**config.mk**
```make
export PLATFORM = sky130hd
export DESIGN_NAME = mlfq_process_scheduler_unit
export DESIGN_NICKNAME = d
export VERILOG_FILES = /design/src/mlfq_pkg.sv /design/src/mlfq_process_scheduler_unit.sv /design/src/mlfq_front.sv /design/src/mlfq_back.sv
export SDC_FILE = /design/constraint.sdc
export NUM_CORES = 2
export LEC_CHECK = 0
export ABC_AREA = 1
export CAP_MARGIN = 20
export CORE_UTILIZATION = 33
export DETAILED_ROUTE_END_ITERATION = 16
export DONT_BUFFER_PORTS = 1
export SETUP_SLACK_MARGIN = 0.1
export SLEW_MARGIN = 0
export SYNTH_ARGS = -nofsm -noshare
export SYNTH_HDL_FRONTEND = slang
export SYNTH_HIERARCHICAL = 1
export SYNTH_SLANG_ARGS = --single-unit
export TNS_END_PERCENT = 100
```
**constraint.sdc**
```tcl
create_clock -name clk -period 5.99 [get_ports clk]
set_input_delay 0.599 -clock clk [delete_from_list [all_inputs] [get_ports clk]]
set_output_delay 0.599 -clock clk [all_outputs]
set_load 0.01 [all_outputs]
```
**src/mlfq_pkg.sv**
```systemverilog
`timescale 1ns / 1ps
`default_nettype none

package mlfq_pkg;

  // operation codes of an input item
  typedef enum logic [1:0] {
    OP_ADMIT    = 2'd0,
    OP_WAKE     = 2'd1,
    OP_DISPATCH = 2'd2,
    OP_REPORT   = 2'd3
  } op_t;

  // outcome of the task in flight
  typedef enum logic [1:0] {
    OC_FINISHED = 2'd0,
    OC_FULL     = 2'd1,
    OC_PREEMPT  = 2'd2,
    OC_BLOCKED  = 2'd3
  } outc_t;

  // status codes of a result
  localparam logic [1:0] ST_OK      = 2'd0;
  localparam logic [1:0] ST_NO_SLOT = 2'd1;
  localparam logic [1:0] ST_NONE    = 2'd2;
  localparam logic [1:0] ST_BUSY    = 2'd3;

  localparam int unsigned TIME_W  = 48;
  localparam int unsigned QUANT_W = 24;
  localparam logic [QUANT_W-1:0] QUANT_RST = 24'd1000000;

  typedef struct packed {
    op_t               op;
    logic              proc_class;
    outc_t             outcome;
    logic [TIME_W-1:0] current_time;
    logic [TIME_W-1:0] blocked_until;
  } item_t;

  typedef struct packed {
    logic [1:0]         status;
    logic [3:0]         slot;
    logic [1:0]         level;
    logic [QUANT_W-1:0] quantum;
    logic [4:0]         woken_count;
  } res_t;

endpackage

`default_nettype wire

```
**src/mlfq_process_scheduler_unit.sv**
```systemverilog
`timescale 1ns / 1ps
`default_nettype none
// Admit tests one slot per cycle, a refused dispatch skips the dispatch step, and wake
// handles each blocked-ring entry by ring read, slot store read, compare and requeue
// throughput: one item at a time in the back engine; a two-entry input queue and a
// result register let both sides stall independently
// reset: synchronous active low; all slots free, all queues empty, no task in flight,
// base quantum 1000000; slot stores are not cleared

module mlfq_process_scheduler_unit #(
  parameter int unsigned SLOTS = 16
) (
  input  wire         clk,
  input  wire         rst_n,
  input  wire         in_push,
  output logic        in_full,
  input  wire  [1:0]  in_op,
  input  wire         in_proc_class,
  input  wire  [1:0]  in_outcome,
  input  wire  [47:0] in_current_time,
  input  wire  [47:0] in_blocked_until,
  output logic        out_empty,
  input  wire         out_pop,
  output logic [1:0]  out_status,
  output logic [3:0]  out_slot,
  output logic [1:0]  out_level,
  output logic [23:0] out_quantum,
  output logic [4:0]  out_woken_count,
  input  wire         cfg_valid,
  output logic        cfg_ready,
  input  wire  [23:0] cfg_base_quantum
);

  logic                          fr_valid;
  mlfq_pkg::item_t               fr_item;
  logic                          fr_take;
  logic                          res_valid;
  mlfq_pkg::res_t                res;
  logic                          res_ready;
  mlfq_pkg::res_t                out_r;
  logic                          out_valid_r;
  logic [mlfq_pkg::QUANT_W-1:0]  bq_r;

  // configuration register
  assign cfg_ready = 1'b1;

  always_ff @(posedge clk) begin
    if (!rst_n) begin
      bq_r <= mlfq_pkg::QUANT_RST;
    end else if (cfg_valid) begin
      bq_r <= cfg_base_quantum;
    end
  end

  mlfq_front u_front (
    .clk          (clk),
    .rst_n        (rst_n),
    .push         (in_push),
    .full         (in_full),
    .op           (in_op),
    .proc_class   (in_proc_class),
    .outcome      (in_outcome),
    .current_time (in_current_time),
    .blocked_until(in_blocked_until),
    .fr_valid     (fr_valid),
    .fr_item      (fr_item),
    .fr_take      (fr_take)
  );

  mlfq_back #(.SLOTS(SLOTS)) u_back (
    .clk         (clk),
    .rst_n       (rst_n),
    .base_quantum(bq_r),
    .fr_valid    (fr_valid),
    .fr_item     (fr_item),
    .fr_take     (fr_take),
    .res_valid   (res_valid),
    .res         (res),
    .res_ready   (res_ready)
  );

  // result register
  assign res_ready = !out_valid_r || out_pop;

  always_ff @(posedge clk) begin
    if (res_valid && res_ready) out_r <= res;
  end

  always_ff @(posedge clk) begin
    if (!rst_n) begin
      out_valid_r <= 1'b0;
    end else if (res_ready) begin
      out_valid_r <= res_valid;
    end
  end

  assign out_empty       = !out_valid_r;
  assign out_status      = out_r.status;
  assign out_slot        = out_r.slot;
  assign out_level       = out_r.level;
  assign out_quantum     = out_r.quantum;
  assign out_woken_count = out_r.woken_count;

endmodule

`default_nettype wire

```
**src/mlfq_front.sv**
```systemverilog
`timescale 1ns / 1ps
`default_nettype none

module mlfq_front (
  input  wire                       clk,
  input  wire                       rst_n,
  input  wire                       push,
  output logic                      full,
  input  wire  [1:0]                op,
  input  wire                       proc_class,
  input  wire  [1:0]                outcome,
  input  wire  [mlfq_pkg::TIME_W-1:0] current_time,
  input  wire  [mlfq_pkg::TIME_W-1:0] blocked_until,
  output logic                      fr_valid,
  output mlfq_pkg::item_t           fr_item,
  input  wire                       fr_take
);

  mlfq_pkg::item_t buf_r [2];
  logic            wp_r;
  logic            rp_r;
  logic [1:0]      cnt_r;
  logic            do_push;
  logic            do_pop;
  mlfq_pkg::item_t in_item;

  // classify the incoming item into typed fields
  always_comb begin
    in_item.op            = mlfq_pkg::op_t'(op);
    in_item.proc_class    = proc_class;
    in_item.outcome       = mlfq_pkg::outc_t'(outcome);
    in_item.current_time  = current_time;
    in_item.blocked_until = blocked_until;
  end

  assign full     = (cnt_r == 2'd2);
  assign fr_valid = (cnt_r != 2'd0);
  assign fr_item  = buf_r[rp_r];
  assign do_push  = push && !full;
  assign do_pop   = fr_take && fr_valid;

  // two-entry item queue
  always_ff @(posedge clk) begin
    if (do_push) begin
      buf_r[wp_r] <= in_item;
    end
  end

  always_ff @(posedge clk) begin
    if (!rst_n) begin
      wp_r  <= 1'b0;
      rp_r  <= 1'b0;
      cnt_r <= 2'd0;
    end else begin
      if (do_push) wp_r <= ~wp_r;
      if (do_pop) rp_r <= ~rp_r;
      cnt_r <= cnt_r + {1'b0, do_push} - {1'b0, do_pop};
    end
  end

endmodule

`default_nettype wire

```
**src/mlfq_back.sv**
```systemverilog
`timescale 1ns / 1ps
`default_nettype none

module mlfq_back #(
  parameter int unsigned SLOTS = 16
) (
  input  wire                          clk,
  input  wire                          rst_n,
  input  wire  [mlfq_pkg::QUANT_W-1:0] base_quantum,
  input  wire                          fr_valid,
  input  mlfq_pkg::item_t              fr_item,
  output logic                         fr_take,
  output logic                         res_valid,
  output mlfq_pkg::res_t               res,
  input  wire                          res_ready
);

  localparam int unsigned PW = (SLOTS > 1) ? $clog2(SLOTS) : 1;
  localparam int unsigned CW = $clog2(SLOTS + 1);
  localparam logic [PW-1:0] LAST = PW'(SLOTS - 1);

  typedef enum logic [2:0] {
    S_IDLE, S_SCAN, S_WK_POP, S_WK_RD, S_WK_CMP, S_DSP, S_RES
  } state_t;

  state_t  state_r;
  mlfq_pkg::item_t it_r;

  // ready queues, blocked ring, per-slot stores
  logic [PW-1:0]         rq_mem [0:(4<<PW)-1];
  logic [PW-1:0]         bq_mem [0:SLOTS-1];
  logic [mlfq_pkg::TIME_W-1:0] wt_mem [0:SLOTS-1];
  logic                  cls_mem [0:SLOTS-1];

  logic [PW-1:0]  rq_head_r [4];
  logic [PW-1:0]  rq_tail_r [4];
  logic [CW-1:0]  rq_cnt_r  [4];
  logic [PW-1:0]  bq_head_r;
  logic [PW-1:0]  bq_tail_r;
  logic [CW-1:0]  bq_cnt_r;
  logic [SLOTS-1:0] busy_r;

  logic           fl_valid_r;
  logic [1:0]     fl_level_r;
  logic [PW-1:0]  fl_slot_r;

  logic [PW-1:0]  scan_r;
  logic [CW-1:0]  left_r;
  logic [CW-1:0]  wk_r;
  logic [PW-1:0]  s_r;
  logic [1:0]     lvl_r;

  logic [1:0]     st_r;
  logic [PW-1:0]  slot_r;
  logic [1:0]     level_r;
  logic [mlfq_pkg::QUANT_W-1:0] quant_r;

  logic [PW-1:0]  rq_rd_r;
  logic [PW-1:0]  bq_rd_r;
  logic [mlfq_pkg::TIME_W-1:0] wt_rd_r;
  logic           cls_rd_r;

  // push/pop requests
  logic           rq_push;
  logic [1:0]     rq_push_lv;
  logic [PW-1:0]  rq_push_slot;
  logic           rq_pop;
  logic           bq_push;
  logic [PW-1:0]  bq_push_slot;
  logic           bq_pop;
  logic           wt_we;
  logic           cls_we;
  logic [1:0]     pick_lv;
  logic           pick_ok;
  logic           start;
  logic           rep_go;
  logic           wake_hit;
  logic [PW+3:0]  slot_ext;
  logic [CW+4:0]  wk_ext;

  function automatic logic [PW-1:0] inc(input logic [PW-1:0] p);
    inc = (p == LAST) ? '0 : p + PW'(1);
  endfunction

  assign fr_take   = (state_r == S_IDLE);
  assign start     = fr_take && fr_valid;
  assign rep_go    = start && (fr_item.op == mlfq_pkg::OP_REPORT) && fl_valid_r;
  assign wake_hit  = (wt_rd_r < it_r.current_time);
  assign res_valid = (state_r == S_RES);

  // highest non-empty level
  always_comb begin
    pick_ok = 1'b1;
    priority if (rq_cnt_r[0] != '0) pick_lv = 2'd0;
    else if (rq_cnt_r[1] != '0)     pick_lv = 2'd1;
    else if (rq_cnt_r[2] != '0)     pick_lv = 2'd2;
    else if (rq_cnt_r[3] != '0)     pick_lv = 2'd3;
    else begin
      pick_lv = 2'd0;
      pick_ok = 1'b0;
    end
  end

  // queue operations requested by the current step
  always_comb begin
    rq_push      = 1'b0;
    rq_push_lv   = 2'd0;
    rq_push_slot = fl_slot_r;
    bq_push      = 1'b0;
    bq_push_slot = fl_slot_r;
    wt_we        = 1'b0;
    cls_we       = 1'b0;
    rq_pop       = (state_r == S_DSP);
    bq_pop       = (state_r == S_WK_POP);
    if (rep_go) begin
      unique case (fr_item.outcome)
        mlfq_pkg::OC_FINISHED: ;
        mlfq_pkg::OC_FULL: begin
          rq_push    = 1'b1;
          rq_push_lv = (fl_level_r == 2'd0) ? 2'd0 :
                       (fl_level_r == 2'd1) ? 2'd2 : 2'd3;
        end
        mlfq_pkg::OC_PREEMPT: begin
          rq_push    = 1'b1;
          rq_push_lv = fl_level_r;
        end
        mlfq_pkg::OC_BLOCKED: begin
          bq_push = 1'b1;
          wt_we   = 1'b1;
        end
        default: ;
      endcase
    end else if (state_r == S_SCAN && !busy_r[scan_r]) begin
      rq_push      = 1'b1;
      rq_push_lv   = {1'b0, it_r.proc_class};
      rq_push_slot = scan_r;
      cls_we       = 1'b1;
    end else if (state_r == S_WK_CMP) begin
      rq_push      = wake_hit;
      rq_push_lv   = {1'b0, cls_rd_r};
      rq_push_slot = s_r;
      bq_push      = !wake_hit;
      bq_push_slot = s_r;
    end
  end

  // memory ports
  always_ff @(posedge clk) begin
    if (rq_push) rq_mem[{rq_push_lv, rq_tail_r[rq_push_lv]}] <= rq_push_slot;
    rq_rd_r <= rq_mem[{pick_lv, rq_head_r[pick_lv]}];
  end

  always_ff @(posedge clk) begin
    if (bq_push) bq_mem[bq_tail_r] <= bq_push_slot;
    bq_rd_r <= bq_mem[bq_head_r];
  end

  always_ff @(posedge clk) begin
    if (wt_we) wt_mem[fl_slot_r] <= fr_item.blocked_until;
    wt_rd_r <= wt_mem[bq_rd_r];
  end

  always_ff @(posedge clk) begin
    if (cls_we) cls_mem[scan_r] <= it_r.proc_class;
    cls_rd_r <= cls_mem[bq_rd_r];
  end

  // queue pointers and counts
  always_ff @(posedge clk) begin
    if (!rst_n) begin
      for (int i = 0; i < 4; i++) begin
        rq_head_r[i] <= '0;
        rq_tail_r[i] <= '0;
        rq_cnt_r[i]  <= '0;
      end
      bq_head_r <= '0;
      bq_tail_r <= '0;
      bq_cnt_r  <= '0;
    end else begin
      for (int i = 0; i < 4; i++) begin
        if (rq_push && rq_push_lv == 2'(i)) begin
          rq_tail_r[i] <= inc(rq_tail_r[i]);
        end
        if (rq_pop && lvl_r == 2'(i)) begin
          rq_head_r[i] <= inc(rq_head_r[i]);
        end
        rq_cnt_r[i] <= rq_cnt_r[i] + CW'(rq_push && rq_push_lv == 2'(i))
                       - CW'(rq_pop && lvl_r == 2'(i));
      end
      if (bq_push) bq_tail_r <= inc(bq_tail_r);
      if (bq_pop) bq_head_r <= inc(bq_head_r);
      bq_cnt_r <= bq_cnt_r + CW'(bq_push) - CW'(bq_pop);
    end
  end

  // sequencer
  always_ff @(posedge clk) begin
    if (!rst_n) begin
      state_r    <= S_IDLE;
      busy_r     <= '0;
      fl_valid_r <= 1'b0;
      fl_level_r <= 2'd0;
      fl_slot_r  <= '0;
    end else begin
      unique case (state_r)
        S_IDLE: begin
          if (fr_valid) begin
            it_r    <= fr_item;
            st_r    <= mlfq_pkg::ST_OK;
            slot_r  <= '0;
            level_r <= 2'd0;
            quant_r <= '0;
            wk_r    <= '0;
            scan_r  <= '0;
            left_r  <= bq_cnt_r;
            lvl_r   <= pick_lv;
            unique case (fr_item.op)
              mlfq_pkg::OP_ADMIT: state_r <= S_SCAN;
              mlfq_pkg::OP_WAKE: begin
                state_r <= (bq_cnt_r == '0) ? S_RES : S_WK_POP;
              end
              mlfq_pkg::OP_DISPATCH: begin
                if (fl_valid_r) begin
                  st_r    <= mlfq_pkg::ST_BUSY;
                  state_r <= S_RES;
                end else if (!pick_ok) begin
                  st_r    <= mlfq_pkg::ST_NONE;
                  state_r <= S_RES;
                end else begin
                  state_r <= S_DSP;
                end
              end
              mlfq_pkg::OP_REPORT: begin
                state_r <= S_RES;
                if (!fl_valid_r) begin
                  st_r <= mlfq_pkg::ST_BUSY;
                end else begin
                  slot_r     <= fl_slot_r;
                  level_r    <= fl_level_r;
                  fl_valid_r <= 1'b0;
                  if (fr_item.outcome == mlfq_pkg::OC_FINISHED) begin
                    busy_r[fl_slot_r] <= 1'b0;
                  end
                end
              end
              default: state_r <= S_RES;
            endcase
          end
        end
        S_SCAN: begin
          if (!busy_r[scan_r]) begin
            busy_r[scan_r] <= 1'b1;
            slot_r         <= scan_r;
            state_r        <= S_RES;
          end else if (scan_r == LAST) begin
            st_r    <= mlfq_pkg::ST_NO_SLOT;
            state_r <= S_RES;
          end else begin
            scan_r <= scan_r + PW'(1);
          end
        end
        S_WK_POP: state_r <= S_WK_RD;
        S_WK_RD: begin
          s_r     <= bq_rd_r;
          state_r <= S_WK_CMP;
        end
        S_WK_CMP: begin
          if (wake_hit) wk_r <= wk_r + CW'(1);
          left_r  <= left_r - CW'(1);
          state_r <= (left_r == CW'(1)) ? S_RES : S_WK_POP;
        end
        S_DSP: begin
          fl_valid_r <= 1'b1;
          fl_level_r <= lvl_r;
          fl_slot_r  <= rq_rd_r;
          slot_r     <= rq_rd_r;
          level_r    <= lvl_r;
          quant_r    <= (lvl_r[1] == 1'b0) ? base_quantum :
                        (lvl_r == 2'd2) ? (base_quantum >> 1) : (base_quantum >> 2);
          state_r    <= S_RES;
        end
        S_RES: begin
          if (res_ready) state_r <= S_IDLE;
        end
        default: state_r <= S_IDLE;
      endcase
    end
  end

  // result fields, slot and count cut to port width
  assign slot_ext = {4'b0, slot_r};
  assign wk_ext   = {5'b0, wk_r};

  always_comb begin
    res.status      = st_r;
    res.slot        = slot_ext[3:0];
    res.level       = level_r;
    res.quantum     = quant_r;
    res.woken_count = wk_ext[4:0];
  end

endmodule

`default_nettype wire
```
# After elaboration in Yosys (flattened, before gate mapping)
# Memory sizes are Yosys's and may differ from the RTL's. A register that Yosys moved wholly into a read port is not among the register bits.
# Cells that the tools add are included.
[word_totals]
ff_bits = 206
ram_bits = 1358
word_cells = 321
memories = 8
[memory_table]
columns = ["memory", "depth", "word_bits", "read_ports", "rd_ports_with_merged_regs", "wr", "line", "source"]
rows = [
  ["u_back.wt_mem", 16, 48, 1, 1, 1, "mlfq_back.sv:32", "logic [mlfq_pkg::TIME_W-1:0] wt_mem [0:SLOTS-1];"],
  ["u_back.rq_mem", 64, 4, 1, 1, 1, "mlfq_back.sv:30", "logic [PW-1:0] rq_mem [0:(4<<PW)-1];"],
  ["u_front.buf_r", 2, 101, 1, 1, 1, "mlfq_front.sv:19", "mlfq_pkg::item_t buf_r [2];"],
  ["u_back.bq_mem", 16, 4, 1, 1, 1, "mlfq_back.sv:31", "logic [PW-1:0] bq_mem [0:SLOTS-1];"],
  ["u_back.rq_cnt_r", 4, 5, 4, 0, 4, "mlfq_back.sv:37", "logic [CW-1:0] rq_cnt_r [4];"],
  ["u_back.cls_mem", 16, 1, 1, 1, 1, "mlfq_back.sv:33", "logic cls_mem [0:SLOTS-1];"],
  ["2 more memories", "--", "--", "--", "--", "--", "--", ""],
]
[classes]
n_addsub = 25
n_lt_le_gt_ge = 5
n_eq_ne = 43
muxes = 145
n_bitwise = 17
n_reduce_logical = 49
[op_table]
columns = ["operator", "n"]
rows = [
  ["4-bit 2-to-1 mux", 30],
  ["16-bit 2-to-1 mux", 5],
  ["1-bit 2-to-1 mux", 60],
  ["48-bit < comparator", 1],
  ["24-bit 2-to-1 mux", 2],
  ["24-bit one-hot mux with 2 select lines", 1],
  ["4-bit by 1-bit adder with 4-bit output, second input constant", 11],
  ["4-bit == test, second input constant", 11],
  ["5-bit 2-to-1 mux", 7],
  ["2-bit 2-to-1 mux", 17],
  ["16-bit one-hot mux with 2 select lines", 1],
  ["5-bit by 1-bit adder with 5-bit output", 5],
  ["5-bit by 1-bit subtractor with 5-bit output", 5],
  ["23-bit 2-to-1 mux", 1],
  ["3-bit 2-to-1 mux", 7],
  ["3-bit one-hot mux with 7 select lines", 1],
  ["5-bit one-hot mux with 2 select lines", 2],
  ["5-bit nonzero test", 4],
  ["2-bit == test, second input constant", 9],
  ["16-bit bitwise AND", 1],
  ["1-bit logical AND", 16],
  ["16-bit inverter", 1],
  ["16-bit bitwise OR", 1],
  ["2-bit one-hot mux with 2 select lines", 4],
  ["other kinds (35)", 81],
]

# Longest topological paths before layout
[logic_depth]
word_depth = 12
mapped_depth = 24
mapped_depth_nobuf = 24

# By module
# The synthesis kept the hierarchy.
[modules_own_cells]
columns = ["mod", "instances", "cells_each", "area_per_inst_um2", "seq_area_each_um2"]
rows = [
  ["mlfq_back", 1, 4706, 57193.6, 39467.9],
  ["mlfq_front", 1, 352, 7985.2, 6165.9],
  ["mlfq_process_scheduler_unit", 1, 150, 1993.2, 1611.5],
]

# Worst setup path after synthesis
# OpenSTA, ideal clock, no wires.
[synth_timing]
path_kind = "input to register"
startpoint = "input port in_push"
endpoint = "memory u_front/buf_r[0][0] (netlist bit), enable pin"
arrival_time_ns = 4.871
required_ns = 5.429
setup_slack_ns = 0.557
cell_stages = 2
n_path_buf = 0
path_cell_list = "nand2_1 nor2_1"
[synth_between]
elab_chain_len = 3
[synth_lines]
columns = ["element", "line", "source"]
rows = [
  ["start, declared", "mlfq_process_scheduler_unit.sv:15", "input wire in_push,"],
  ["1-bit logical AND", "mlfq_front.sv:39", "assign do_push = push && !full;"],
  ["1-bit 2-to-1 mux", "mlfq_front.sv:44", "if (do_push) begin"],
  ["1-bit 2-to-1 mux (implied by the code)", "mlfq_front.sv:45", "buf_r[wp_r] <= in_item;"],
  ["end, declared", "mlfq_front.sv:19", ""],
]
# No other way between the ends.

==> flow_metrics.py <==
metrics = {
    "floorplan": {
        "die_x_um": 453,
        "dieArea_um2": 205000,
        "core_area_um2": 202000,
        "initial_core_util_pct": 33.2,
        "die_h_um": 453,
        "rows": 165,
        "io_pins": 170,
    },
    "layout": {
        "fin_cells": 8155,
        "final_common_cell": "edfxtp_1",
        "area_growth_pct": 14.9,
        "nets": 5563,
        "drive_gt1_share_pct": 9.24,
        "fillers": 18900,
        "layout_common_cells": "edfxtp_1, inv_1, nand2_1, nand3_1, o21ai_0",
    },
    "global_route": {
        "grt_max_degree": 163,
        "grt_pass1_wl_mm": 244,
        "grt_usage_pct": 15.6,
        "grt_pass1_vias": 39700,
        "grt_antenna_before_repair": 14,
        "grt.overflow.total": 0,
    },
    "route": {
        "drt_wl_total_mm": 163,
        "routedWlPerCell_um": 20.0,
        "drtAntennaViolNets": 1,
        "drt_iter0_markers": 3289,
        "vias": 40100,
        "drcViolationCount": 0,
        "viasPerCell": 4.92,
        "drtPass1Iterations": 8,
    },
    "synth": {
        "synth_top_family_by_area": "simple AND/OR/NAND/NOR gates",
        "synth-simple-area-share_pct": 8.78,
        "ys_ff_latch": 1622,
        "synth_fa_ha_area_share_pct": 2.07,
        "yosysWarnings": 6,
        "synth_seq_area_share_pct": 70.3,
        "async_reset_ff_share_pct": 0,
        "syn_area_um2": 67200,
        "syn_nets": 5446,
        "synth.top_cell.area_share_pct": 66.0,
        "synth.distinct_cells": 53,
        "avgSynthCellArea_um2": 12.9,
        "synth_compound_area_share_pct": 7.86,
        "synth.mux.area_fraction_pct": 5.21,
        "synth_cells": 5208,
        "synth_edf_count": 1476,
        "synth_flop_cell": "edfxtp_1",
        "synthXorXnorAreaFrac_pct": 0.378,
        "yosysTopAreaCell": "edfxtp_1",
        "synth_area_leaders": "edfxtp_1, dfxtp_1, inv_1",
    },
    "critical_path": {
        "r2r_end": "u_back/bq_cnt_r[4]$_SDFF_PN0_",
        "cp.arrival_ns": 5.12,
        "r2r_cells": 17,
        "worst_ep_required_time_ns": 6.67,
        "path_class": "reg -> reg",
        "rrSetupSlack_ns": 1.55,
        "cp_max_fo": 20,
        "critPathCapture": "u_back/bq_cnt_r[4]$_SDFF_PN0_",
        "critPathLaunchType": "flop",
        "end_kind": "flop",
    },
    "power": {
        "power.switching_mw": 13.6,
        "cellLeakagePower_nw": 28.1,
        "ir_drop_v": 0.000429,
        "sw_frac_of_total_pct": 36.0,
        "power.density_nw_per_um2": 488,
        "clock_power_share_pct": 28.7,
        "p_seq_share_pct": 38.5,
        "comb_power_share_pct": 32.8,
        "internal_power_mw": 24.1,
    },
    "placement": {
        "place.gp.congestion": 0.821,
        "dp_hpwl_mm": 90.8,
        "place_inst": 7693,
        "place.port_buffers": 0,
    },
    "timing": {
        "hold_slack_ns": 0.106,
        "drv_slew": 0,
        "fin_skew_ns": 0.0274,
        "fin_crit_sh_pct": 74.1,
        "setup_tns_ns": 0,
        "final-hold-violation-count": 0,
        "period_minus_slack_ns": 4.44,
        "worst_pin_slew_ns": 1.17,
        "setup_violations": 0,
        "maxSlewHeadroom_pct": 22.0,
        "grt_setup_unrepaired": "no",
        "fmax_mhz": 225,
    },
    "clocking": {
        "cts_tree": "done",
        "clk_path_buf_depth": 3,
        "clkLatencyLatePin_ns": 0.81,
        "h-tree-depth": 4,
        "clkTransAtPathRegs_ns": 0.06,
        "numClockSinks": 1622,
        "cts_made_buffers": 172,
        "postCtsSetupBuffers": 0,
        "cts.root.buffer_cell": "clkbuf_16",
    },
    "outcome": {
        "status": "finished, violations left",
        "violations": "antenna violations",
    },
    "hold_path": {
        "hold_class": "in -> reg",
    },
    "job": {
        "drv_cap": 0,
    },
}
how the worst min path moves through the flow:
stage,startpoint,end,slack [ns],cells past startpoint
CTS,rst_n,u_back/rq_tail_r[2][2]$_SDFFCE_PP0P_,0.01,1
floorplan,u_back/level_r[0]$_DFFE_PP_,out_level[0]$_DFFE_PP_,0.40,0
detailed placement,u_back/quant_r[21]$_SDFFCE_PN0P_,out_quantum[21]$_DFFE_PP_,0.40,0
global placement,u_back/quant_r[21]$_SDFFCE_PN0P_,out_quantum[21]$_DFFE_PP_,0.40,0
finish,rst_n,u_back/rq_head_r[2][3]$_SDFFCE_PP0P_,0.11,1
global route,rst_n,u_back/rq_head_r[2][3]$_SDFFCE_PP0P_,0.07,1
stage by stage:
stage / power, mW / setup WS (ns) / util [%] / area (um2)
CTS: 38.0 / 1.56 / 38.2 / 77200
floorplan: 23.3 / 0.557 / - / 67200
finish: 37.7 / 1.55 / 38.2 / 77200
global route: 39.7 / 1.17 / 38.2 / 77200
detailed placement: 27.0 / 1.57 / 34.7 / 70100
global placement: 26.8 / 1.65 / 34.7 / 70100
cell type report:
cell class / instances / area (um2) / share of cell area, %
diodes: 9 / 22.5 / 0.0292
clock buffers: 236 / 4760 / 6.16
clock inverters: 87 / 1010 / 1.31
inverters: 642 / 2420 / 3.14
multi-input cells: 2693 / 16500 / 21.4
flip-flops and latches: 1622 / 47300 / 61.2
well taps: 2672 / 3340 / 4.33
repair buffers: 194 / 1880 / 2.43
kinds of logic after synthesis:
family / after synthesis
xor gates and xnor gates: 29
muxes: 303
buffers and inverters: 893
DFF: 1622
and+or+nand+nor: 1335
other: 1
AOI/OAI and AO/OA: 917
adders and majority gates: 108
sequential cells by signal (all words and copies together), names as in the netlist, 5 cells and up, named ones only:
name / flops
u_back/quant_r: 24
u_back/bq_mem: 64
u_back/rq_head_r: 16
u_front/buf_r: 202
u_back/left_r: 5
out_quantum: 24
u_back/bq_cnt_r: 5
u_back/rq_cnt_r: 20
u_back/it_r: 49
u_back/wk_r: 5
u_back/wt_rd_r: 48
u_back/wt_mem: 768
u_back/cls_mem: 16
u_back/busy_r: 16
u_back/rq_mem: 256
bq_r: 24
u_back/rq_tail_r: 16
out_woken_count: 5
routing by layer:
metal	GRT usage (%)	wire [um]	part of all wire (%)	vias to the layer above
li1	-	-	-	18800
met2	27.1	81100	50	1160
met1	19.9	69600	43	19800
met5	0	27	0.017	-
met4	4.56	3780	2.3	4
met3	2.57	8580	5.3	259
power by group through the flow:
stage          combinational, mW  sequential [mW]  clock, mW
6_report                    12.4             14.5       10.8
5_1_grt                     13.6             14.6       11.5
4_1_cts                     12.4             14.5       11.0
3_5_place_dp                12.2             14.8          0
3_3_place_gp                12.1             14.7          0
2_1_floorplan               8.86             14.4          0
cell usage after synthesis, drive strengths merged (22+ instances only):
master,n
nor2,282
buf,84
a21oi,278
clkbuf,167
nand2,571
mux2i,202
nand3,410
ha,103
mux2,101
inv,638
nor3,47
o22ai,22
edfxtp,1476
o21ai,360
o211ai,210
dfxtp,146
what timing repair did:
action,CTS,global route
hold buffers,129,0
endpoints found under the hold margin,267,0
resized for setup,0,0
critical path, stage by stage, from the launching register on:
cell and delay, ns:
dfxtp_4 0.64, mux2_2 0.45, nand2_1 0.10, nor2_1 0.05, inv_1 0.14, nor2_2 0.08, nand2_1 0.71, nand2_1 0.45
inv_1 0.26, ha_1 0.26, inv_1 0.06, ha_1 0.15, inv_1 0.05, fa_1 0.40, nor3_1 0.20, a211oi_1 0.08
o21ai_0 0.16, a21oi_1 0.05
No activity file was read; power rests on OpenSTA's default activity.
